## src/rtl/core/closest_point_of_approach_core_defines.svh

```systemverilog
// ----------------------------------------------------------------------------
// Closest point of approach core: assertion macros
// Shared property shorthands, clocked on i_clk and quiet during reset.
// ----------------------------------------------------------------------------
`ifndef CLOSEST_POINT_OF_APPROACH_CORE_DEFINES_SVH
`define CLOSEST_POINT_OF_APPROACH_CORE_DEFINES_SVH

// Consequent must hold in the same cycle as the antecedent.
`define CPA_ASSERT_NOW(label, ante, cons, msg) \
    label: assert property (@(posedge i_clk) disable iff (!i_rst_n) \
        (ante) |-> (cons)) else $error(msg);

// Consequent must hold in the cycle after the antecedent.
`define CPA_ASSERT_NEXT(label, ante, cons, msg) \
    label: assert property (@(posedge i_clk) disable iff (!i_rst_n) \
        (ante) |=> (cons)) else $error(msg);

`endif

```

## src/rtl/core/cpa_pkg.sv

```systemverilog
// ----------------------------------------------------------------------------
// CPA package
// Types and fixed constants shared by the closest point of approach core.
// ----------------------------------------------------------------------------
`timescale 1ns / 1ps

package cpa_pkg;

    // Pipeline shape.
    localparam int TRIG_LAT    = 6;
    localparam int TW          = 24;
    localparam int VW          = 19;
    localparam int CLOSE_W     = 35;
    localparam int DIST_W      = 23;
    localparam int OUT_TDATA_W = 64;
    localparam int SQW         = 64;
    localparam int SQ_STEPS    = 32;
    localparam int CFG_IDX_W   = 3;

    // Configuration register indexes.
    typedef logic [CFG_IDX_W-1:0] t_cfg_idx;
    localparam t_cfg_idx CFG_CONTACT_NORTH  = 3'd0;
    localparam t_cfg_idx CFG_CONTACT_EAST   = 3'd1;
    localparam t_cfg_idx CFG_CONTACT_COURSE = 3'd2;
    localparam t_cfg_idx CFG_CONTACT_SPEED  = 3'd3;
    localparam t_cfg_idx CFG_OWN_NORTH      = 3'd4;
    localparam t_cfg_idx CFG_OWN_EAST       = 3'd5;

    // Quarter-wave sine polynomial, Q30 magnitudes.
    typedef logic [30:0] t_coef;
    localparam t_coef PC1 = 31'd1686629713;
    localparam t_coef PC3 = 31'd693598668;
    localparam t_coef PC5 = 31'd85569306;
    localparam t_coef PC7 = 31'd5026995;
    localparam t_coef PC9 = 31'd172272;
    localparam t_coef PC_HORNER [4] = '{PC7, PC5, PC3, PC1};

    // Saturation limits.
    localparam logic [DIST_W-1:0] DIST_MAX  = 23'h7FFFFF;
    localparam logic [30:0]       Q4_LIM    = 31'h7FFFFFFF;
    localparam logic signed [63:0] CLOSE_MAX = 64'sd17179869183;
    localparam logic signed [63:0] CLOSE_MIN = -64'sd17179869184;

    // Control carried along the divider row.
    typedef struct packed {
        logic valid;
        logic use_t;
        logic ovf;
    } t_div_ctl;

    // Control carried along the square root row.
    typedef struct packed {
        logic valid;
        logic shr;
    } t_sqrt_ctl;

endpackage

```

## src/rtl/core/cpa_sine.sv

```systemverilog
// ----------------------------------------------------------------------------
// CPA sine lane
// Pipelined Q15 sine of a 16-bit binary angle from a quarter-wave polynomial.
// ----------------------------------------------------------------------------
`timescale 1ns / 1ps

module cpa_sine (
    input  logic               i_clk,
    input  logic               i_en,
    input  logic [15:0]        i_angle,
    output logic signed [16:0] o_sine
);
    import cpa_pkg::*;

    logic [14:0] r_rr  [5];
    logic [1:0]  r_q   [5];
    logic [14:0] r_z2  [4];
    t_coef       r_acc [5];

    logic [14:0] n_rr0;
    logic [29:0] sq0;
    logic [45:0] prod [4];
    t_coef       n_acc [4];
    logic [45:0] fin;
    logic [31:0] fin_sh;
    logic [16:0] mag;

    // Fold the angle into the first quarter and square it.
    always_comb begin
        n_rr0 = i_angle[14] ? (15'd16384 - {1'b0, i_angle[13:0]}) : {1'b0, i_angle[13:0]};
        sq0   = n_rr0 * n_rr0;
    end

    // Horner steps, one multiply per stage.
    always_comb begin
        for (int k = 0; k < 4; k++) begin
            prod[k]  = r_acc[k] * r_z2[k];
            n_acc[k] = PC_HORNER[k] - prod[k][44:14];
        end
        fin    = r_acc[4] * r_rr[4];
        fin_sh = fin[45:14];
        mag    = 17'((33'(fin_sh) + 33'd16384) >> 15);
    end

    always_ff @(posedge i_clk) begin
        if (i_en) begin
            r_rr[0]  <= n_rr0;
            r_q[0]   <= i_angle[15:14];
            r_z2[0]  <= sq0[28:14];
            r_acc[0] <= PC9;
            for (int k = 1; k < 5; k++) begin
                r_rr[k]  <= r_rr[k-1];
                r_q[k]   <= r_q[k-1];
                r_acc[k] <= n_acc[k-1];
            end
            for (int k = 1; k < 4; k++) begin
                r_z2[k] <= r_z2[k-1];
            end
            o_sine <= r_q[4][1] ? -$signed(mag) : $signed(mag);
        end
    end

endmodule

```

## config.mk

```make
export PLATFORM = sky130hd
export DESIGN_NAME = cpa_sine
export DESIGN_NICKNAME = d
export VERILOG_FILES = /design/src/rtl/core/closest_point_of_approach_core_defines.svh /design/src/rtl/core/cpa_pkg.sv /design/src/rtl/core/cpa_sine.sv
export SDC_FILE = /design/constraint.sdc
export NUM_CORES = 2
export LEC_CHECK = 0
export ABC_AREA = 1
export ABC_CLOCK_PERIOD_IN_PS = 30700
export BUFFER_PORTS_ARGS = -buffer_cell sky130_fd_sc_hd__clkbuf_2
export CORE_MARGIN = 2
export CORE_UTILIZATION = 58
export DETAILED_ROUTE_END_ITERATION = 12
export PLACE_DENSITY_LB_ADDON = 0.05
export RECOVER_POWER = 50
export SYNTH_ARGS = -nofsm -noshare
export SYNTH_HDL_FRONTEND = slang
export SYNTH_SLANG_ARGS = --single-unit
```

## constraint.sdc

```tcl
create_clock -name i_clk -period 30.7 [get_ports i_clk]
set_input_delay 9.21 -clock i_clk [delete_from_list [all_inputs] [get_ports i_clk]]
set_output_delay 9.21 -clock i_clk [all_outputs]
set_load 0.02 [all_outputs]
```

==> impl_metrics.csv <==
group,metric,value,unit
outcome,status,"complete, but fails checks",
outcome,violations,"max-capacitance violations, max-slew violations",
worst_setup_path,startpoint_type,"input port",
clock_tree,cts_hold_buf,0,
final_layout,finalNetCount,12342,
worst_setup_path,cpPeakStageDelay,0.61,ns
worst_setup_path,cp-end-kind,"flip-flop",
timing,fmax,57.7,MHz
global_route,grt_pass1_wl,357,mm
final_layout,antennaDiodeCount,0,
placement,portBuffers,34,
floorplan,die_h,376,um
logic_synthesis,syn-cell-area,0.0801,mm2
timing,slew_headroom,-2.10,
floorplan,die-area,0.141,mm2
floorplan,ios,35,
worst_setup_path,slowest_stage,"a221oi_1",
final_layout,syn2layout_area_growth,3.57,%
routing,routed_wl,217,mm
clock_tree,cts_tree,"done",
logic_synthesis,syn-instance-count,10256,
clock_tree,clock_sinks,273,
logic_synthesis,yosysTopAreaCell,"fa_1",
logic_synthesis,synth_edf_count,273,
timing,setup_viol,0,
routing,num_vias,63717,
clock_tree,path_clk_slew,0.06,ns
logic_synthesis,synth.distinct_cells,62,
logic_synthesis,yosysTopAreaCellShare,0.394,
logic_synthesis,yosysWarnings,0,
routing,antenna_left,0,
worst_setup_path,crit_path_frequent_cell,"fa_1",
routing,post_drt_wl_per_cell,18.2,um
clock_tree,post_cts_buffers,0,
clock_tree,cts_buffers,38,
worst_setup_path,crit_required,31.06,ns
logic_synthesis,ys_async_sr_fraction,0,
timing,min_period_over_period,0.565,
worst_setup_path,crit_fanout,10,
clock_tree,cts_resized,0,
timing,tightest_slew,4.64,ns
logic_synthesis,synth_seq_area_share,0.102,
worst_setup_path,critPathKind,"input port to flip-flop",
timing,rsz0062_at_grt,"no",
routing,drt_iter0_markers,4655,
clock_tree,clockRootBuffer,"clkbuf_16",
clock_tree,clock_latency,0.63,ns
global_route,antenna_found_initial,1,
placement,dp_hpwl,173,mm
routing,avgViaCountPerCell,5.34,
floorplan,fp-row-count,136,
logic_synthesis,synth-main-ff-cell,"edfxtp_1",
final_layout,drive_above_1_share,0.0264,
worst_hold_path,min_path_type,"flip-flop to flip-flop",
timing,fin_tns_setup,0,ns
floorplan,coreArea,0.137,mm2
timing,final_hold_viol_count,0,
clock_tree,clockBufferDepth,3,
floorplan,die_w,376,um
floorplan,floorplan.initialDensity,0.583,
logic_synthesis,yosys.cell_count.top_type,"nand2_1",
timing,min_period,17.33,ns
flow_run,maxCapViolCount,17,
global_route,grt_usage,0.320,
logic_synthesis,syn_avg_cell_area,7.81,um2
routing,dr.pass1.iters,6,
global_route,grt-ovfl-total,0,
routing,drc,0,
logic_synthesis,yosys-top-cells-area,"fa_1, nand2_1, inv_1",
global_route,grt_max_degree,93,
timing,maxSlewViolCount,540,
clock_tree,cts_max_level,2,
worst_setup_path,arrival,17.69,ns
logic_synthesis,synth_common_cells,"nand2_1, inv_1, fa_1",
logic_synthesis,ys_ff_latch,273,
timing,skew,0.0240,ns
placement,place_congestion,0.962,
global_route,grt_pass1_vias,67197,
==> path summary, 6_finish.rpt <==
path / cells after the start / to / startpoint / slack, ns
worst max-delay path: 31 / r_z2[0][14]$_DFFE_PP_ / i_angle[0] / 13.37
worst min-delay path: 0 / r_rr[0][27]$_DFFE_PP_ / r_rr[0][12]$_DFFE_PP_ / 0.40
worst max register to register: 32 / o_sine[12]$_DFFE_PP_ / r_rr[0][69]$_DFFE_PP_ / 21.46
worst min register to register: 0 / r_rr[0][27]$_DFFE_PP_ / r_rr[0][12]$_DFFE_PP_ / 0.40
==> placed cells by master (no fill, tap or decap), types with 6 or more instances in the layout <==
| cell | count |
|---|---|
| nand2_1 | 2936 |
| fa_1 | 1575 |
| nand4_1 | 62 |
| xnor2_1 | 50 |
| buf_4 | 38 |
| inv_1 | 2779 |
| o21ai_0 | 143 |
| a21o_1 | 20 |
| o21bai_1 | 16 |
| clkinv_1 | 16 |
| nand3_2 | 6 |
| nand2_2 | 29 |
| edfxtp_1 | 273 |
| xor2_2 | 8 |
| a211oi_1 | 6 |
| a21boi_0 | 10 |
| clkbuf_16 | 38 |
| a31oi_1 | 16 |
| nor2_2 | 25 |
| clkinv_4 | 6 |
| nor3_1 | 56 |
| nand3b_1 | 27 |
| clkbuf_2 | 32 |
| inv_2 | 22 |
| nand3_1 | 249 |
| nor2_4 | 7 |
| o21a_1 | 26 |
| clkbuf_1 | 23 |
| o21ai_1 | 13 |
| ha_1 | 639 |
| conb_1 | 10 |
| o211ai_1 | 6 |
| or2_2 | 8 |
| nor2_1 | 505 |
| xor2_1 | 116 |
| and3_1 | 8 |
| nor4_1 | 9 |
| a21oi_1 | 266 |
==> routing by layer <==
| layer | part of all wire | GRT usage | up-vias | routed length [um] |
|---|---|---|---|---|
| li1 | - | - | 29517 | - |
| met1 | 0.43 | 0.444 | 31700 | 94000 |
| met2 | 0.47 | 0.527 | 2126 | 102000 |
| met3 | 0.067 | 0.0420 | 372 | 14600 |
| met4 | 0.030 | 0.0910 | 2 | 6490 |
| met5 | 0.000046 | 0 | - | 10 |
==> kinds of logic (layout without fill, tap and decap cells) <==
group | count (synthesis) | count (layout) | share of synthesized area
compound gates | 548 | 548 | 0.0389
fa+ha+maj | 2214 | 2214 | 0.493
xor+xnor | 176 | 176 | 0.0209
flops | 273 | 273 | 0.102
other cells | 2 | 10 | 0.0000937
buf+inv | 3098 | 2972 | 0.145
simple gates | 3945 | 3945 | 0.199
==> state kept, by name, indices dropped and copies added, names as in the netlist <==
| signal | cells |
|---|---|
| o_sine | 17 |
| r_z2 | 60 |
| r_q | 5 |
| r_acc | 116 |
| r_rr | 75 |
==> stage by stage <==
step           cells  hold slack (ns)   util  cell area, um2  setup slack [ns]
4_1_cts        11932            0.409  0.606           83200             13.51
3_3_place_gp   11864            0.400  0.597           81900             12.91
5_1_grt        11932            0.412  0.604           83000             12.80
3_5_place_dp   11864            0.405  0.597           81900             12.84
6_report       11932            0.398  0.604           83000             13.37
2_1_floorplan  10264            0.400      -           80100             14.64
==> area by class of cell <==
| cell class | instances | area (um2) |
|---|---|---|
| Multi-Input combinational cell | 6893 | 60200 |
| Fill cell | 12595 | 54300 |
| Inverter | 2811 | 10600 |
| Sequential cell | 273 | 8200 |
| Tap cell | 1794 | 2240 |
| Clock buffer | 38 | 951 |
| Timing Repair Buffer | 93 | 532 |
| Clock inverter | 30 | 334 |
==> worst max-delay path, delay by kind of cell <==
| kind | cells | cell delay, ns |
|---|---|---|
| fa+ha+maj | 8 | 3.60 |
| xor+xnor | 1 | 0.12 |
| compound gates | 4 | 1.28 |
| buf+inv | 8 | 1.51 |
| simple gates | 10 | 1.97 |
Power is not shown: default switching activity piles up to over one toggle a cycle in this logic, so the estimate is an artifact.
