<file path="src/rtl/core/closest_point_of_approach_core_defines.svh">
// ----------------------------------------------------------------------------
// Closest point of approach core: assertion macros
// Shared property shorthands, clocked on i_clk and quiet during reset.
// ----------------------------------------------------------------------------
`ifndef CLOSEST_POINT_OF_APPROACH_CORE_DEFINES_SVH
`define CLOSEST_POINT_OF_APPROACH_CORE_DEFINES_SVH

// Consequent must hold in the same cycle as the antecedent.
`define CPA_ASSERT_NOW(label, ante, cons, msg) \
    label: assert property (@(posedge i_clk) disable iff (!i_rst_n) \
        (ante) |-> (cons)) else $error(msg);

// Consequent must hold in the cycle after the antecedent.
`define CPA_ASSERT_NEXT(label, ante, cons, msg) \
    label: assert property (@(posedge i_clk) disable iff (!i_rst_n) \
        (ante) |=> (cons)) else $error(msg);

`endif

</file>
<file path="src/rtl/core/cpa_pkg.sv">
// ----------------------------------------------------------------------------
// CPA package
// Types and fixed constants shared by the closest point of approach core.
// ----------------------------------------------------------------------------
`timescale 1ns / 1ps

package cpa_pkg;

    // Pipeline shape.
    localparam int TRIG_LAT    = 6;
    localparam int TW          = 24;
    localparam int VW          = 19;
    localparam int CLOSE_W     = 35;
    localparam int DIST_W      = 23;
    localparam int OUT_TDATA_W = 64;
    localparam int SQW         = 64;
    localparam int SQ_STEPS    = 32;
    localparam int CFG_IDX_W   = 3;

    // Configuration register indexes.
    typedef logic [CFG_IDX_W-1:0] t_cfg_idx;
    localparam t_cfg_idx CFG_CONTACT_NORTH  = 3'd0;
    localparam t_cfg_idx CFG_CONTACT_EAST   = 3'd1;
    localparam t_cfg_idx CFG_CONTACT_COURSE = 3'd2;
    localparam t_cfg_idx CFG_CONTACT_SPEED  = 3'd3;
    localparam t_cfg_idx CFG_OWN_NORTH      = 3'd4;
    localparam t_cfg_idx CFG_OWN_EAST       = 3'd5;

    // Quarter-wave sine polynomial, Q30 magnitudes.
    typedef logic [30:0] t_coef;
    localparam t_coef PC1 = 31'd1686629713;
    localparam t_coef PC3 = 31'd693598668;
    localparam t_coef PC5 = 31'd85569306;
    localparam t_coef PC7 = 31'd5026995;
    localparam t_coef PC9 = 31'd172272;
    localparam t_coef PC_HORNER [4] = '{PC7, PC5, PC3, PC1};

    // Saturation limits.
    localparam logic [DIST_W-1:0] DIST_MAX  = 23'h7FFFFF;
    localparam logic [30:0]       Q4_LIM    = 31'h7FFFFFFF;
    localparam logic signed [63:0] CLOSE_MAX = 64'sd17179869183;
    localparam logic signed [63:0] CLOSE_MIN = -64'sd17179869184;

    // Control carried along the divider row.
    typedef struct packed {
        logic valid;
        logic use_t;
        logic ovf;
    } t_div_ctl;

    // Control carried along the square root row.
    typedef struct packed {
        logic valid;
        logic shr;
    } t_sqrt_ctl;

endpackage

</file>
<file path="src/rtl/core/cpa_sqrt_cell.sv">
// ----------------------------------------------------------------------------
// CPA square root cell
// One digit-by-digit integer square root step on a 64-bit radicand.
// ----------------------------------------------------------------------------
`timescale 1ns / 1ps

module cpa_sqrt_cell #(
    parameter int BP = 62
) (
    input  logic                        i_clk,
    input  logic                        i_rst_n,
    input  logic                        i_en,
    input  cpa_pkg::t_sqrt_ctl          i_ctl,
    input  logic [cpa_pkg::SQW-1:0]     i_rem,
    input  logic [cpa_pkg::SQW-1:0]     i_res,
    input  logic [cpa_pkg::CLOSE_W-1:0] i_close,
    output cpa_pkg::t_sqrt_ctl          o_ctl,
    output logic [cpa_pkg::SQW-1:0]     o_rem,
    output logic [cpa_pkg::SQW-1:0]     o_res,
    output logic [cpa_pkg::CLOSE_W-1:0] o_close
);
    import cpa_pkg::*;

    logic [SQW-1:0] bitv;
    logic [SQW-1:0] trial;
    logic           fits;

    // Compare against res + bit and update the partial root.
    always_comb begin
        bitv  = SQW'(1) << BP;
        trial = i_res + bitv;
        fits  = (i_rem >= trial);
    end

    always_ff @(posedge i_clk) begin
        if (!i_rst_n) begin
            o_ctl <= '0;
        end else if (i_en) begin
            o_ctl <= i_ctl;
        end
    end

    always_ff @(posedge i_clk) begin
        if (i_en) begin
            o_rem   <= fits ? (i_rem - trial) : i_rem;
            o_res   <= fits ? ((i_res >> 1) + bitv) : (i_res >> 1);
            o_close <= i_close;
        end
    end

endmodule

</file>
<file path="config.mk">
export PLATFORM = sky130hd
export DESIGN_NAME = cpa_sqrt_cell
export DESIGN_NICKNAME = d
export VERILOG_FILES = /design/src/rtl/core/closest_point_of_approach_core_defines.svh /design/src/rtl/core/cpa_pkg.sv /design/src/rtl/core/cpa_sqrt_cell.sv
export SDC_FILE = /design/constraint.sdc
export NUM_CORES = 1
export LEC_CHECK = 0
export ABC_AREA = 1
export ABC_CLOCK_PERIOD_IN_PS = 7000
export BUFFER_PORTS_ARGS = -buffer_cell sky130_fd_sc_hd__clkbuf_2
export CAP_MARGIN = 10
export CORE_MARGIN = 1
export CORE_UTILIZATION = 50
export CTS_CLUSTER_DIAMETER = 120
export DETAILED_ROUTE_END_ITERATION = 16
export PLACE_DENSITY = 0.81
export REMOVE_ABC_BUFFERS = 1
export SLEW_MARGIN = 20
export SYNTH_ARGS = -nofsm -noshare
export SYNTH_HDL_FRONTEND = slang
export SYNTH_SLANG_ARGS = --single-unit
</file>
<file path="constraint.sdc">
create_clock -name i_clk -period 7 [get_ports i_clk]
set_clock_uncertainty 0.15 [all_clocks]
set_input_delay 1.05 -clock i_clk [delete_from_list [all_inputs] [get_ports i_clk]]
set_output_delay 1.05 -clock i_clk [all_outputs]
set_load 0.1 [all_outputs]
</file>
==> impl_summary.log <==
INFO  metric first_iter_violations = 849
INFO  metric first_global_vias = 11,200
INFO  metric worst_hold_path.num_cells = 2
INFO  metric grt_setup_unrepaired = false
INFO  metric route.final.wire_length = 39.4 mm
INFO  metric clock_tree.buffer_depth = 2
INFO  metric drc = 0
INFO  metric grt_max_degree = 105
INFO  metric yosysTopAreaCell = sky130_fd_sc_hd__edfxtp_1
INFO  metric yosys_register_bits = 165
INFO  metric finalCritPeriodShare = 53.7%
INFO  metric post_synth.cell_area_avg = 6.92 sq um
INFO  metric cts_hold_buf = 0
INFO  metric hold_start = o_ctl[1]$_SDFFE_PN0P_
INFO  metric layout_net_count = 2,330
INFO  metric dp.cells = 2,397
INFO  metric ys_seq_area_share = 40.6%
INFO  metric run_status = finished clean
INFO  metric layout-drive-gt1-share = 19.8%
INFO  metric tritoncts_num_sinks = 165
INFO  metric report.final.slew_viol_count = 0
INFO  metric timing.rr.start = o_ctl[1]$_SDFFE_PN0P_
INFO  metric dieArea = 0.0250 sq mm
INFO  metric crit-reg2reg-capture = o_ctl[1]$_SDFFE_PN0P_
INFO  metric final_global_route_overflow_total = 0
INFO  metric synthesis.area = 0.0122 sq mm
INFO  metric cts.repair_timing.setup_buffer_count = 0
INFO  metric core.rowCount = 56
INFO  metric synth-warning-count = 0
INFO  metric critical-path-max-stage-delay = 0.42 ns
INFO  metric tightestPinTransition = 0.932 ns
INFO  metric cp.arrival = 3.80 ns
INFO  metric drt-vias-per-instance = 4.89
INFO  metric first_pass_grt_wire_length = 59.7 mm
INFO  metric setup_cp_type = input port to flop
INFO  metric antenna_found_initial = 1
INFO  metric core-area = 0.0237 sq mm
INFO  metric reg2reg_setup_slack = 6.23 ns
INFO  metric placement_cell_area = 0.0141 sq mm
INFO  metric critical_path.startpoint_type = input port
INFO  metric cp_common_cell = sky130_fd_sc_hd__nand2_2
INFO  metric slew_headroom = 37.8%
INFO  metric drt_first_pass_iters = 5
INFO  metric port-buffer-count = 332
INFO  metric p_leak = 8.57 nW
INFO  metric hold_end = o_ctl[1]$_SDFFE_PN0P_
INFO  metric ir_drop = 189 uV
INFO  metric globalRouteTotalUtil = 32.2%
INFO  metric via_count_of_the_routed_design = 11,900
INFO  metric ctsRootBufferMaster = sky130_fd_sc_hd__clkbuf_16
INFO  metric clk_transition_reported_paths = 0.07 ns
INFO  metric ant_nets = 0
INFO  metric clock_insertion_delay_worst_skew = 0.44 ns
INFO  metric setup_total_negative_slack = 0 ns
INFO  metric cts-buffers-inserted = 17
INFO  metric fin_util = 62.4%
INFO  metric area_delta_synth_final = 21.4%
INFO  metric worst_setup_path_end_kind = flop
INFO  metric cts-htree-levels = 4
INFO  metric cts_resized = 0
INFO  metric final_hpwl_from_detailed_placement = 32.6 mm
INFO  metric gp_congestion = 0.953
INFO  metric die-height = 158 um
INFO  metric timing.critical_path.required = 7.03 ns
INFO  metric r2r.worst_path.cells = 2
INFO  metric start_util = 51.4%
INFO  metric yosysTopAreaCellShare = 40.2%
INFO  metric finalSetupViolations = 0
INFO  metric crit_chain = clkbuf_2 > inv_1 > ha_1 > fa_1 > inv_1 > nand3_1 > nand2_2 > nand2_2 > nand2_4 > nand2_2 > nand2_2 > nand2_2 > nand3_2 > nand2_4 > nand2_8 > inv_4 > nand2_1 > nand2_1
INFO  metric cp_max_fo = 68
INFO  metric layout.cells.non_filler = 2,430
INFO  metric ioPinCount = 333
INFO  metric hold_path.class = flop to flop
INFO  metric critical-path-slowest-cell = sky130_fd_sc_hd__fa_1
INFO  metric hold_violations = 0
INFO  metric p_per_area = 266 mW/mm^2
INFO  metric synth_cells = 1,758
INFO  metric die_w = 158 um
INFO  metric cts_tree = built
INFO  metric final_area = 0.0148 sq mm
INFO  metric report.power.total = 0.00393 W
INFO  metric fmax = 266 MHz
INFO  metric wire_per_inst = 16.2 um
INFO  metric maxCapViolCount = 0
INFO  metric synth_cell_types = 34
INFO  metric post_layout_min_period = 3.76 ns
INFO  metric netlist_top_cells_area = sky130_fd_sc_hd__edfxtp_1, sky130_fd_sc_hd__nand2_1, sky130_fd_sc_hd__inv_1
[per-stage QoR]
step           worst slack (ns)  hold WS [ns]
2_1_floorplan              3.56         0.834
3_3_place_gp               2.96         0.332
3_5_place_dp               2.87         0.351
4_1_cts                    3.29         0.372
5_1_grt                    3.04         0.419
6_report                   3.24         0.363
[final cells by class]
class / count / area [sq um]
Fill cell: 2302 / 8910
Multi-Input combinational cell: 1171 / 5570
Sequential cell: 165 / 4930
Timing Repair Buffer: 333 / 1680
Inverter: 409 / 1540
Clock buffer: 18 / 429
Tap cell: 319 / 399
Clock inverter: 14 / 218
Antenna cell: 1 / 2.50
[synth_stat cells]
| cell type | number |
|---|---|
| sky130_fd_sc_hd__buf_12 | 2 |
| sky130_fd_sc_hd__inv_2 | 10 |
| sky130_fd_sc_hd__nand2_4 | 2 |
| sky130_fd_sc_hd__fa_1 | 1 |
| sky130_fd_sc_hd__xnor2_1 | 2 |
| sky130_fd_sc_hd__nand3_2 | 11 |
| sky130_fd_sc_hd__nand2_2 | 12 |
| sky130_fd_sc_hd__nor2_1 | 112 |
| sky130_fd_sc_hd__o21ai_1 | 1 |
| sky130_fd_sc_hd__o21ai_0 | 9 |
| sky130_fd_sc_hd__buf_6 | 2 |
| sky130_fd_sc_hd__nand3_1 | 80 |
| sky130_fd_sc_hd__nor4_1 | 3 |
| sky130_fd_sc_hd__nor2_4 | 1 |
| sky130_fd_sc_hd__a21oi_2 | 2 |
| sky130_fd_sc_hd__and2_1 | 2 |
| sky130_fd_sc_hd__nand2_1 | 756 |
| sky130_fd_sc_hd__nand4_1 | 20 |
| sky130_fd_sc_hd__ha_1 | 64 |
| sky130_fd_sc_hd__clkinv_1 | 1 |
| sky130_fd_sc_hd__nor2_2 | 10 |
| sky130_fd_sc_hd__xor2_1 | 30 |
| sky130_fd_sc_hd__and3_1 | 1 |
| sky130_fd_sc_hd__nand2_8 | 1 |
| sky130_fd_sc_hd__nor3_1 | 7 |
| sky130_fd_sc_hd__buf_4 | 5 |
| sky130_fd_sc_hd__a21oi_1 | 41 |
| sky130_fd_sc_hd__edfxtp_1 | 163 |
| sky130_fd_sc_hd__nor3_4 | 2 |
| sky130_fd_sc_hd__nor3_2 | 1 |
| sky130_fd_sc_hd__inv_4 | 1 |
| sky130_fd_sc_hd__inv_1 | 397 |
| sky130_fd_sc_hd__dfxtp_1 | 2 |
| sky130_fd_sc_hd__buf_2 | 4 |
[cells in the final DEF, fill, tap and decap left out, types with 2 or more instances in the layout]
master / instances
sky130_fd_sc_hd__a21oi_1: 41
sky130_fd_sc_hd__a21oi_2: 2
sky130_fd_sc_hd__and2_1: 2
sky130_fd_sc_hd__bufinv_16: 4
sky130_fd_sc_hd__clkbuf_16: 17
sky130_fd_sc_hd__clkbuf_2: 331
sky130_fd_sc_hd__dfxtp_1: 2
sky130_fd_sc_hd__edfxtp_1: 163
sky130_fd_sc_hd__ha_1: 64
sky130_fd_sc_hd__inv_1: 397
sky130_fd_sc_hd__inv_2: 10
sky130_fd_sc_hd__inv_6: 3
sky130_fd_sc_hd__inv_8: 3
sky130_fd_sc_hd__nand2_1: 756
sky130_fd_sc_hd__nand2_2: 12
sky130_fd_sc_hd__nand2_4: 2
sky130_fd_sc_hd__nand3_1: 80
sky130_fd_sc_hd__nand3_2: 11
sky130_fd_sc_hd__nand4_1: 20
sky130_fd_sc_hd__nor2_1: 112
sky130_fd_sc_hd__nor2_2: 10
sky130_fd_sc_hd__nor3_1: 7
sky130_fd_sc_hd__nor3_4: 2
sky130_fd_sc_hd__nor4_1: 3
sky130_fd_sc_hd__o21ai_0: 9
sky130_fd_sc_hd__xnor2_1: 2
sky130_fd_sc_hd__xor2_1: 30
[flip-flops by register name, indices dropped and copies added (netlist names)]
name and cells:
o_rem 64, o_res 64, o_close 35, o_ctl 2
[worst max-delay path by stage]
stage / startpoint / end / slack (ns)
2_1_floorplan: i_rem[0] / o_rem[57]$_DFFE_PP_ / 3.56
3_3_place_gp: i_res[56] / o_rem[59]$_DFFE_PP_ / 2.96
3_5_place_dp: i_rem[0] / o_rem[20]$_DFFE_PP_ / 2.87
6_report: i_rem[0] / o_rem[24]$_DFFE_PP_ / 3.24
4_1_cts: i_rem[0] / o_rem[24]$_DFFE_PP_ / 3.29
5_1_grt: i_rem[0] / o_rem[28]$_DFFE_PP_ / 3.04
[kinds of logic (layout without fill, tap and decap cells)]
logic type | after synthesis | count (layout) | synth area share (%)
buffers and inverters | 422 | 774 | 13.6
DFF | 165 | 165 | 40.6
AOI/OAI and AO/OA | 53 | 53 | 2.24
and+or+nand+nor | 1021 | 1021 | 34.5
xor gates and xnor gates | 32 | 32 | 2.30
other | 0 | 1 | 0
adders and majority gates | 65 | 65 | 6.75
[layer usage]
metal	global-route usage (%)	vias to the layer above	routed length (um)
met5	0	-	0
met4	9.89	0	807
met3	4.85	47	2520
met2	55.1	420	18800
met1	41.7	5392	17300
li1	-	6022	-
[power by group]
part	switching, W	total (W)	internal, W
Sequential	0.0000329	0.00126	0.00122
Clock	0.000443	0.00105	0.000611
Combinational	0.00133	0.00162	0.000297
Total	0.00180	0.00393	0.00213
[critical path: cells and delay by family]
family,cells,cell delay (ns)
buf+inv,4,0.61
fa+ha+maj,2,0.64
simple gates,12,1.44
Note: power is estimated with default switching activity, not from simulation.
