`src/rtl/core/closest_point_of_approach_core_defines.svh`:
```
// ----------------------------------------------------------------------------
// Closest point of approach core: assertion macros
// Shared property shorthands, clocked on i_clk and quiet during reset.
// ----------------------------------------------------------------------------
`ifndef CLOSEST_POINT_OF_APPROACH_CORE_DEFINES_SVH
`define CLOSEST_POINT_OF_APPROACH_CORE_DEFINES_SVH

// Consequent must hold in the same cycle as the antecedent.
`define CPA_ASSERT_NOW(label, ante, cons, msg) \
    label: assert property (@(posedge i_clk) disable iff (!i_rst_n) \
        (ante) |-> (cons)) else $error(msg);

// Consequent must hold in the cycle after the antecedent.
`define CPA_ASSERT_NEXT(label, ante, cons, msg) \
    label: assert property (@(posedge i_clk) disable iff (!i_rst_n) \
        (ante) |=> (cons)) else $error(msg);

`endif

```
`src/rtl/core/cpa_pkg.sv`:
```
// ----------------------------------------------------------------------------
// CPA package
// Types and fixed constants shared by the closest point of approach core.
// ----------------------------------------------------------------------------
`timescale 1ns / 1ps

package cpa_pkg;

    // Pipeline shape.
    localparam int TRIG_LAT    = 6;
    localparam int TW          = 24;
    localparam int VW          = 19;
    localparam int CLOSE_W     = 35;
    localparam int DIST_W      = 23;
    localparam int OUT_TDATA_W = 64;
    localparam int SQW         = 64;
    localparam int SQ_STEPS    = 32;
    localparam int CFG_IDX_W   = 3;

    // Configuration register indexes.
    typedef logic [CFG_IDX_W-1:0] t_cfg_idx;
    localparam t_cfg_idx CFG_CONTACT_NORTH  = 3'd0;
    localparam t_cfg_idx CFG_CONTACT_EAST   = 3'd1;
    localparam t_cfg_idx CFG_CONTACT_COURSE = 3'd2;
    localparam t_cfg_idx CFG_CONTACT_SPEED  = 3'd3;
    localparam t_cfg_idx CFG_OWN_NORTH      = 3'd4;
    localparam t_cfg_idx CFG_OWN_EAST       = 3'd5;

    // Quarter-wave sine polynomial, Q30 magnitudes.
    typedef logic [30:0] t_coef;
    localparam t_coef PC1 = 31'd1686629713;
    localparam t_coef PC3 = 31'd693598668;
    localparam t_coef PC5 = 31'd85569306;
    localparam t_coef PC7 = 31'd5026995;
    localparam t_coef PC9 = 31'd172272;
    localparam t_coef PC_HORNER [4] = '{PC7, PC5, PC3, PC1};

    // Saturation limits.
    localparam logic [DIST_W-1:0] DIST_MAX  = 23'h7FFFFF;
    localparam logic [30:0]       Q4_LIM    = 31'h7FFFFFFF;
    localparam logic signed [63:0] CLOSE_MAX = 64'sd17179869183;
    localparam logic signed [63:0] CLOSE_MIN = -64'sd17179869184;

    // Control carried along the divider row.
    typedef struct packed {
        logic valid;
        logic use_t;
        logic ovf;
    } t_div_ctl;

    // Control carried along the square root row.
    typedef struct packed {
        logic valid;
        logic shr;
    } t_sqrt_ctl;

endpackage

```
`src/rtl/core/cpa_div_cell.sv`:
```
// ----------------------------------------------------------------------------
// CPA divider cell
// One restoring division step: settles one quotient bit and hands on.
// ----------------------------------------------------------------------------
`timescale 1ns / 1ps

module cpa_div_cell #(
    parameter int DW  = 62,
    parameter int K2W = 36,
    parameter int SW  = 89,
    parameter int SH  = 0
) (
    input  logic                     i_clk,
    input  logic                     i_rst_n,
    input  logic                     i_en,
    input  cpa_pkg::t_div_ctl        i_ctl,
    input  logic [DW-1:0]            i_rem,
    input  logic [K2W-1:0]           i_div,
    input  logic [cpa_pkg::TW-1:0]   i_quo,
    input  logic [SW-1:0]            i_side,
    output cpa_pkg::t_div_ctl        o_ctl,
    output logic [DW-1:0]            o_rem,
    output logic [K2W-1:0]           o_div,
    output logic [cpa_pkg::TW-1:0]   o_quo,
    output logic [SW-1:0]            o_side
);
    import cpa_pkg::*;

    logic [DW-1:0] trial;
    logic          fits;
    logic [DW-1:0] n_rem;
    logic [TW-1:0] n_quo;

    // Trial subtract of the shifted divisor.
    always_comb begin
        trial     = DW'(i_div) << SH;
        fits      = (i_rem >= trial);
        n_rem     = fits ? (i_rem - trial) : i_rem;
        n_quo     = i_quo;
        n_quo[SH] = fits;
    end

    always_ff @(posedge i_clk) begin
        if (!i_rst_n) begin
            o_ctl <= '0;
        end else if (i_en) begin
            o_ctl <= i_ctl;
        end
    end

    always_ff @(posedge i_clk) begin
        if (i_en) begin
            o_rem  <= n_rem;
            o_div  <= i_div;
            o_quo  <= n_quo;
            o_side <= i_side;
        end
    end

endmodule

```
`config.mk`:
```
export PLATFORM = sky130hd
export DESIGN_NAME = cpa_div_cell
export DESIGN_NICKNAME = d
export VERILOG_FILES = /design/src/rtl/core/closest_point_of_approach_core_defines.svh /design/src/rtl/core/cpa_pkg.sv /design/src/rtl/core/cpa_div_cell.sv
export SDC_FILE = /design/constraint.sdc
export NUM_CORES = 1
export LEC_CHECK = 0
export BUFFER_PORTS_ARGS = -buffer_cell sky130_fd_sc_hd__buf_2
export CAP_MARGIN = 20
export CELL_PAD_IN_SITES_DETAIL_PLACEMENT = 0
export CELL_PAD_IN_SITES_GLOBAL_PLACEMENT = 2
export CORE_MARGIN = 2
export CORE_UTILIZATION = 30
export CTS_CLUSTER_DIAMETER = 200
export CTS_CLUSTER_SIZE = 40
export DETAILED_ROUTE_END_ITERATION = 12
export HOLD_SLACK_MARGIN = 0.05
export PLACE_DENSITY_LB_ADDON = 0.1
export SYNTH_ARGS = -nofsm -noshare
export SYNTH_HDL_FRONTEND = slang
export SYNTH_SLANG_ARGS = --single-unit
```
`constraint.sdc`:
```
create_clock -name i_clk -period 3.9 [get_ports i_clk]
set_input_delay 0.195 -clock i_clk [delete_from_list [all_inputs] [get_ports i_clk]]
set_output_delay 0.195 -clock i_clk [all_outputs]
set_load 0.03 [all_outputs]
```
==> impl_metrics.ini, run 1 <==
[placed_design]
dp_slack_ps = 259
gp_congestion = 0.792
port_buffers = 429
placed_area_um2 = 12500
dp_hpwl_mm = 26.4

[final_layout]
fill_cells = 3099
nets = 1622
fin_util_pct = 45.5
multi_input_area_um2 = 3160
area_growth_pct = 50.0
finish.instance_area_um2 = 14800
final-seq-area_um2 = 6400
drive_gt1_share_pct = 35.1

[synthesis]
ys_warn_count = 0
seq_area_frac_synth_pct = 64.9
synth_cells = 745
synth-adder-area-share_pct = 4.78
synthDistinctLibCells = 51
yosys.area_share.simple_pct = 10.6
syn-num-nets = 999
synth_edf_count = 211
synth-main-ff-cell = edfxtp_1
synth_xor_area_share_pct = 5.25
synth-seq-cells = 214
avgSynthCellArea_um2 = 13.2
synth_compound_area_share_pct = 9.54
synth.area.mux_share_pct = 1.78
synthDominantCellAreaShare_pct = 64.3
synth.area.top_cells = edfxtp_1 (64%), ha_1 (4.6%), a21oi_1 (3.7%)
async_flop_share_pct = 0
synth_top_family_by_area = simple AND/OR/NAND/NOR gates
mappedNetlistArea_um2 = 9850
synth_top_area_cell = edfxtp_1

[global_routing]
grt_use_met2_pct = 33.6
grt.overflow.total = 0
grt_max_degree = 86
top_usage_layer = met2
grt_use_met3_pct = 3.36
grt_use_met1_pct = 22.7
antenna_found_initial = 4
grt_pass1_vias = 8235
grtUsageTotal_pct = 18.6
grt_pass1_wl_mm = 48.3

[clocking]
htree_levels = 1
clock-sinks = 214
cts_tree = yes
clkTransAtPathRegs_ps = 140
cts_setup_buffers = 0
clk_path_buf_depth = 3
cts_made_buffers = 9
cts-root-buf = clkbuf_16
clkLatencyLatePin_ps = 470

[critical_path]
crit_required_ps = 4150
cp-start-kind = input pin
cp-end-kind = register
crit_arrival_ps = 3780
rr_worst_depth = 3
worstPathMaxFanout = 40
critical_path_class = in2reg

[floorplanning]
dieArea_um2 = 34300
core_area_um2 = 32500
row_count = 66
fp.dieW_um = 185
die_y_um = 185
start_util_pct = 30.3
io_pins = 431

[timing]
fmaxAchievable_ghz = 0.284
clock_skew_ps = 0
relSlewSlack_pct = 53.4
worst_slack_ps = 375
period_needed_ps = 3520
timing.hold.ws_ps = 63.2
setup_viol = 0
tns_ps = 0
slew_viol_final = 0
hold_viol_final = 0
worst_pin_slew_ps = 699
rsz0062_at_grt = false
fin_crit_sh_pct = 90.4

[detailed_routing]
drt_iter0_drc = 347
drc_errors = 0
viasPerCell = 4.47
routed_wl_mm = 33.9
postRouteAntennaNets = 0
vias = 8105
wire_per_inst_um = 18.7
drtPass1Iterations = 4

[power]
vdd.ir_drop.worst_mv = 0.273
powerDensity_nw_per_um2 = 374
p_leak_uw = 0.00628

[worst_hold_path]
min-delay-path-class = in2reg
whs_path_depth = 3

[run_status]
status = completed

[job]
maxCapViolCount = 0
routing by layer:
layer / vias up / routed length, um
li1: 3999 / -
met2: 250 / 17300
met4: 4 / 921
met3: 38 / 1900
met5: - / 32
met1: 3814 / 13800
where the power goes:
| part | switching (uW) | internal, uW |
|---|---|---|
| Combinational | 962 | 569 |
| Clock | 710 | 445 |
| Sequential | 58.3 | 2780 |
synth_stat cells (8+ instances only):
| library cell | n |
|---|---|
| a21o_1 | 14 |
| a21oi_1 | 72 |
| clkbuf_1 | 16 |
| edfxtp_1 | 211 |
| ha_1 | 36 |
| inv_1 | 42 |
| mux2_4 | 9 |
| nand2_1 | 44 |
| nand3_1 | 21 |
| nand4_1 | 11 |
| nor2_1 | 55 |
| nor2b_1 | 8 |
| nor3_1 | 17 |
| nor4_1 | 11 |
| o21ai_0 | 22 |
| o21bai_1 | 8 |
| xnor2_1 | 39 |
| xor2_1 | 20 |
registers in the layout, indices dropped and copies added, names as in the netlist:
name    cells
o_side     89
o_rem      62
o_div      36
o_quo      24
o_ctl       3
worst max-delay path: stages:
cell and delay, ps:
dlygate4sd3_1 540, buf_2 130, inv_1 50, ha_1 160, inv_1 50, fa_1 460, a211oi_1 370, o21a_1 200
nor3_2 80, a31o_2 280, a2111oi_4 500, nor2_4 190, buf_12 240, buf_4 190, nor2_1 90, a21oi_1 50
path summary, 6_finish.rpt:
kind / startpoint / endpoint / slack (ps)
max: i_rem[0] / o_rem[11] / 380
min: i_rem[15] / o_rem[15] / 60
max reg2reg: o_ctl[2] / o_ctl[2] / 2740
min reg2reg: o_ctl[1] / o_ctl[1] / 530
cell type report:
type / count / area share [%]
Inverter: 42 / 1.07
Sequential cell: 214 / 43.3
Clock buffer: 11 / 1.58
Timing Repair Buffer: 636 / 28.7
Tap cell: 442 / 3.74
Antenna cell: 2 / 0.0339
Multi-Input combinational cell: 465 / 21.4
Clock inverter: 1 / 0.203
metrics by stage:
step           power, uW  std cells
6_report            5520       1813
5_1_grt             5780       1813
4_1_cts             5610       1810
3_5_place_dp        4270       1604
3_3_place_gp        4270       1604
2_1_floorplan       3730        745
cell families after synthesis:
logic type	Yosys count
flip-flops	214
AND/OR/NAND/NOR	205
AO/OA/AOI/OAI	151
buffers and inverters	66
XOR/XNOR	59
adder cells (fa/ha/maj)	37
multiplexers	13
cell usage in the layout, fill, tap and decap left out, types with 3 or more instances in the layout:
master	n
a211oi_1	3
a21o_1	14
a21oi_1	72
a21oi_2	7
a31oi_1	3
and3_1	5
buf_12	3
buf_2	428
buf_4	9
clkbuf_16	9
dfxtp_1	3
dlygate4sd3_1	195
edfxtp_1	211
ha_1	36
inv_1	42
mux2_4	9
mux2i_1	4
nand2_1	44
nand2b_1	6
nand3_1	21
nand4_1	11
nor2_1	55
nor2_2	4
nor2b_1	8
nor3_1	16
nor3b_1	5
nor4_1	11
o21a_1	5
o21ai_0	22
o21bai_1	8
o22ai_1	4
or3_1	5
or4_1	4
xnor2_1	39
xor2_1	20
repair_timing:
action,CTS,global route
hold endpoints to repair,193,1
setup endpoints to repair,0,1
resized for setup,0,1
hold buffers,194,1
No activity file was read; power rests on OpenSTA's default activity.
==> run 2, diff against run 1 <==
- RECOVER_POWER: not set -> 50
==> run 2 against run 1 <==
  * The run now ends with max-capacitance violations, max-slew violations left
  * Critical path depth unchanged
  * Sequential share of layout area is 0.20 points higher
  * Register-to-register slack hardly changed
  * Power is essentially flat
  * Sequential power hardly changed
  * Design area decreased by 0.47%
  * Global-route usage is the same
  * Via count is 0.15% higher
  * Largest power group unchanged
  * Highest routed layer unchanged
==> impl_metrics.ini, run 2 (synthesized netlist as in run 1, its figures left out) <==
[final_layout]
fill_cells = 3127
area_growth_pct = 49.3
nets = 1622
final_cell_mix = buf_2 (393), edfxtp_1 (211), dlygate4sd3_1 (195)
top_register = o_side
top_regs = o_side: 89 flops, o_rem: 62 flops, o_div: 36 flops
drive_gt1_share_pct = 32.5
largest_register_ffs = 89
multi_input_area_um2 = 3160
final-seq-area_um2 = 6400
fin_util_pct = 45.3
final_common_cell = buf_2

[floorplanning]
die_y_um = 185
io_pins = 431
dieArea_um2 = 34300
row_count = 66
fp.dieW_um = 185
core_area_um2 = 32500
start_util_pct = 30.3

[run_status]
failed_checks = max-capacitance violations, max-slew violations
status = finished, violations left

[detailed_routing]
vias = 8117
routed_wl_mm = 33.9
wire_per_inst_um = 18.7
viasPerCell = 4.48
drt_iter0_drc = 333
drc_errors = 0
postRouteAntennaNets = 0
drtPass1Iterations = 4

[timing]
rsz0062_at_grt = false
worst_pin_slew_ps = 2210
fin_crit_sh_pct = 90.5
tns_ps = 0
relSlewSlack_pct = -47.6
slew_viol_final = 86
setup_viol = 0
fmaxAchievable_ghz = 0.283
clock_skew_ps = 0
hold_viol_final = 0
period_needed_ps = 3530

[power]
p_leak_uw = 0.00618
p_seq_share_pct = 51.5
pwr-share-clk_pct = 20.9
vdd.ir_drop.worst_mv = 0.272
p_int_uw = 3790
p_sw_uw = 1730
power_frac_comb_pct = 27.6
p_sw_share_pct = 31.3
powerDensity_nw_per_um2 = 375

[critical_path]
critical_path_class = in2reg
crit_arrival_ps = 3780
r2r_start = o_ctl[2]
crit_top_cell = inv_1
slowest_delay_ps = 530
worstPathCellList = dlygate4sd3_1, buf_2, inv_1, ha_1, inv_1, fa_1, a211oi_1, o21a_1, nor3_2, a31o_2, a2111oi_4, nor2_4, buf_12, buf_4, nor2_1, a21oi_1
cp_num_buf_inv = 6
cp_slowest_cell = dlygate4sd3_1
cp-startpoint = i_rem[0]
cp-start-kind = input pin
crit_required_ps = 4150
cp-end-kind = register
crit_family = compound AO/OA/AOI/OAI gates
worstPathMaxFanout = 40

[clocking]
clkTransAtPathRegs_ps = 140
htree_levels = 1
cts-root-buf = clkbuf_16
clock-sinks = 214
clk_path_buf_depth = 3
cts_made_buffers = 9
clkLatencyLatePin_ps = 470
cts_tree = yes

[global_routing]
grt_pass1_wl_mm = 48.3
grt_pass1_vias = 8235
grt_max_degree = 86
grtUsageTotal_pct = 18.6
antenna_found_initial = 4
grt.overflow.total = 0

[worst_hold_path]
hp-start = i_rem[15]
min-delay-path-class = in2reg

[placed_design]
gp_congestion = 0.792
port_buffers = 429
dp_hpwl_mm = 26.4

[job]
maxCapViolCount = 1
[run 2: cell types whose count changed in the layout (fill, tap and decap cells not counted), sizes merged]
cell    delta
buf       -38
clkbuf    +38
[run 2: area by class of cell]
type	instances	area share [%]
Clock buffer	11	1.58
Inverter	42	1.07
Sequential cell	214	43.5
Clock inverter	1	0.204
Antenna cell	2	0.0340
Timing Repair Buffer	636	28.3
Tap cell	442	3.76
Multi-Input combinational cell	465	21.5
[run 2: worst register-to-register path: stages, from the launching register on]
cell           delay (ps)
dfxtp_1               330
mux2i_1               130
nor2b_1                70
dlygate4sd3_1         550
[run 2: metal layers]
layer	vias up	track usage [%]	share of wire (%)
met5	-	0	0.094
met4	4	4.98	2.6
met3	34	3.36	5.5
met2	242	33.6	51
met1	3837	22.7	41
li1	4000	-	-
[run 2: power by group through the flow]
stage	Combinational (uW)	Clock, uW	Sequential, uW
2_1_floorplan	399	0	3340
3_3_place_gp	1380	0	2890
3_5_place_dp	1380	0	2890
4_1_cts	1540	1220	2840
5_1_grt	1640	1280	2860
6_report	1520	1150	2840
[run 2: what timing repair did]
action                     in CTS  in global routing
hold buffers                  194                  1
gates resized for setup         0                  1
hold endpoints to repair      193                  1
setup endpoints to repair       0                  1
setup buffers                   0                  0
[run 2: through the flow]
step / worst slack [ps] / hold slack (ps) / area (um2) / total power (uW) / std cells
after detailed placement: 259 / 373 / 12500 / 4270 / 1604
final: 371 / 63.8 / 14700 / 5520 / 1813
after global routing: 145 / 53.0 / 14700 / 5780 / 1813
after CTS: 260 / 50.1 / 14800 / 5610 / 1810
after floorplan: 893 / 294 / 9850 / 3730 / 745
after global placement: 299 / 372 / 12500 / 4270 / 1604
[run 2: final timing paths]
kind / slack, ps / depth (start not counted) / to
setup / recovery: 370 / 16 / o_rem[11]
hold / removal: 60 / 3 / o_rem[15]
setup reg to reg: 2730 / 3 / o_ctl[2]
hold reg to reg: 530 / 2 / o_ctl[1]
==> run 3, diff against run 2 <==
- CAP_MARGIN: 20 -> 30
- CORE_MARGIN: 2 -> 5
- GPL_ROUTABILITY_DRIVEN: not set -> 1
==> run 3 against run 2 <==
  * Critical endpoint is now o_rem[49]
  * Global-route usage decreased by 0.15 points
  * Sequential power about the same
  * Clock skew unchanged
  * The run still ends with max-capacitance violations, max-slew violations left
  * Combinational power about the same
  * Via count increased by 0.25%
  * Fmax decreased by 1.8%
  * Register-to-register slack about the same
  * Worst setup slack got worse by 65 ps
==> impl_metrics.ini, run 3 (synthesized netlist as in run 1, its figures left out) <==
[final_layout]
final_cell_mix = buf_2 (394), edfxtp_1 (211), dlygate4sd3_1 (194)
fill_cells = 3076
final_common_cell = buf_2
multi_input_area_um2 = 3160
drive_gt1_share_pct = 32.7
nets = 1623
finish.instance_area_um2 = 14700
top_regs = o_side: 89 flops, o_rem: 62 flops, o_div: 36 flops
area_growth_pct = 49.1
largest_register_ffs = 89
fin_util_pct = 45.2
final-seq-area_um2 = 6400
top_register = o_side

[placed_design]
placed_area_um2 = 12500
dp_slack_ps = 351
port_buffers = 429
dp_hpwl_mm = 28.0
gp_congestion = 0.786

[critical_path]
cp-end-kind = register
slowest_delay_ps = 610
worstPathMaxFanout = 42
crit_required_ps = 4160
cp_num_buf_inv = 4
critical_path_class = in2reg
worstPathCellList = dlygate4sd3_1, clkbuf_1, inv_1, ha_1, o21ai_0, o21a_1, nor3_1, a31o_2, a2111oi_4, nor2_4, buf_4, nand3_1, a311oi_1, xor2_1
cp_slowest_cell = nor3_1
crit_family = buffers and inverters
cp-start-kind = input pin
crit_arrival_ps = 3850

[timing]
period_needed_ps = 3590
timing.hold.ws_ps = 70.6
tns_ps = 0
hold_viol_final = 0
worst_slack_ps = 306
fin_crit_sh_pct = 92.2
rsz0062_at_grt = false
clock_skew_ps = 0
slew_viol_final = 101
relSlewSlack_pct = -80.0
fmaxAchievable_ghz = 0.278
worst_pin_slew_ps = 2700
setup_viol = 0

[clocking]
cts_setup_buffers = 0
clkTransAtPathRegs_ps = 150
clock-sinks = 214
hold_buffers = 194
clk_path_buf_depth = 3
clkLatencyLatePin_ps = 480
cts_tree = yes
htree_levels = 1
cts_resized = 0
cts_made_buffers = 9
cts-root-buf = clkbuf_16

[power]
vdd.ir_drop.worst_mv = 0.285
p_leak_uw = 0.00617
p_sw_share_pct = 31.5
p_sw_uw = 1750
p_int_uw = 3800
p_seq_share_pct = 51.2
pwr-share-clk_pct = 20.9
powerDensity_nw_per_um2 = 377
power_frac_comb_pct = 27.9

[detailed_routing]
drc_errors = 0
wire_per_inst_um = 19.7
routed_wl_mm = 35.8
viasPerCell = 4.48
drt_iter0_drc = 323
drtPass1Iterations = 4
postRouteAntennaNets = 0
vias = 8137

[floorplanning]
start_util_pct = 30.3
die_y_um = 191
core_area_um2 = 32500
dieArea_um2 = 36600
io_pins = 431
fp.dieW_um = 191
row_count = 66

[worst_hold_path]
min-delay-path-class = in2reg

[global_routing]
grtUsageTotal_pct = 18.5
grt.overflow.total = 0
grt_max_degree = 101
grt_pass1_vias = 8418
grt_pass1_wl_mm = 51.8
antenna_found_initial = 5

[run_status]
failed_checks = max-capacitance violations, max-slew violations
status = finished, violations left

[job]
maxCapViolCount = 1
==> run 3: path summary, 6_finish.rpt <==
| kind | to | start | cells past startpoint | slack [ps] |
|---|---|---|---|---|
| worst max-delay path | o_rem[49] | i_div[4] | 14 | 310 |
| worst min-delay path | o_rem[55] | i_rem[55] | 2 | 70 |
| worst max register to register | o_ctl[1] | o_ctl[1] | 3 | 2720 |
| worst min register to register | o_ctl[0] | o_ctl[0] | 2 | 530 |
==> run 3: metal layers <==
metal / up-vias / routed length (um) / GRT usage (%) / share of wire [%]
met4: 4 / 777 / 3.76 / 2.2
met5: - / 27 / 0 / 0.075
met2: 235 / 18500 / 34.2 / 52
met3: 31 / 2270 / 4.15 / 6.3
met1: 3868 / 14200 / 22.0 / 40
li1: 3999 / - / - / -
==> run 3: stage by stage <==
step                      total power, uW  cells
after CTS                            5650   1813
after floorplan                      3730    745
after detailed placement             4280   1606
final                                5540   1816
after global placement               4280   1606
after global routing                 5810   1815
==> run 3: layout make-up <==
class                   instances  area share, %
well taps                     442           3.77
diodes                          3         0.0511
multi-input cells             465           21.5
clock inverters                 1          0.204
flip-flops and latches        214           43.6
clock buffers                  12           1.61
inverters                      42           1.07
repair buffers                637           28.2
==> run 3: power groups by stage <==
stage               registers (uW)  clock network, uW  logic, uW
floorplan                     3340                  0        399
global placement              2880                  0       1400
detailed placement            2880                  0       1400
CTS                           2830               1250       1570
global route                  2860               1300       1660
finish                        2840               1160       1550
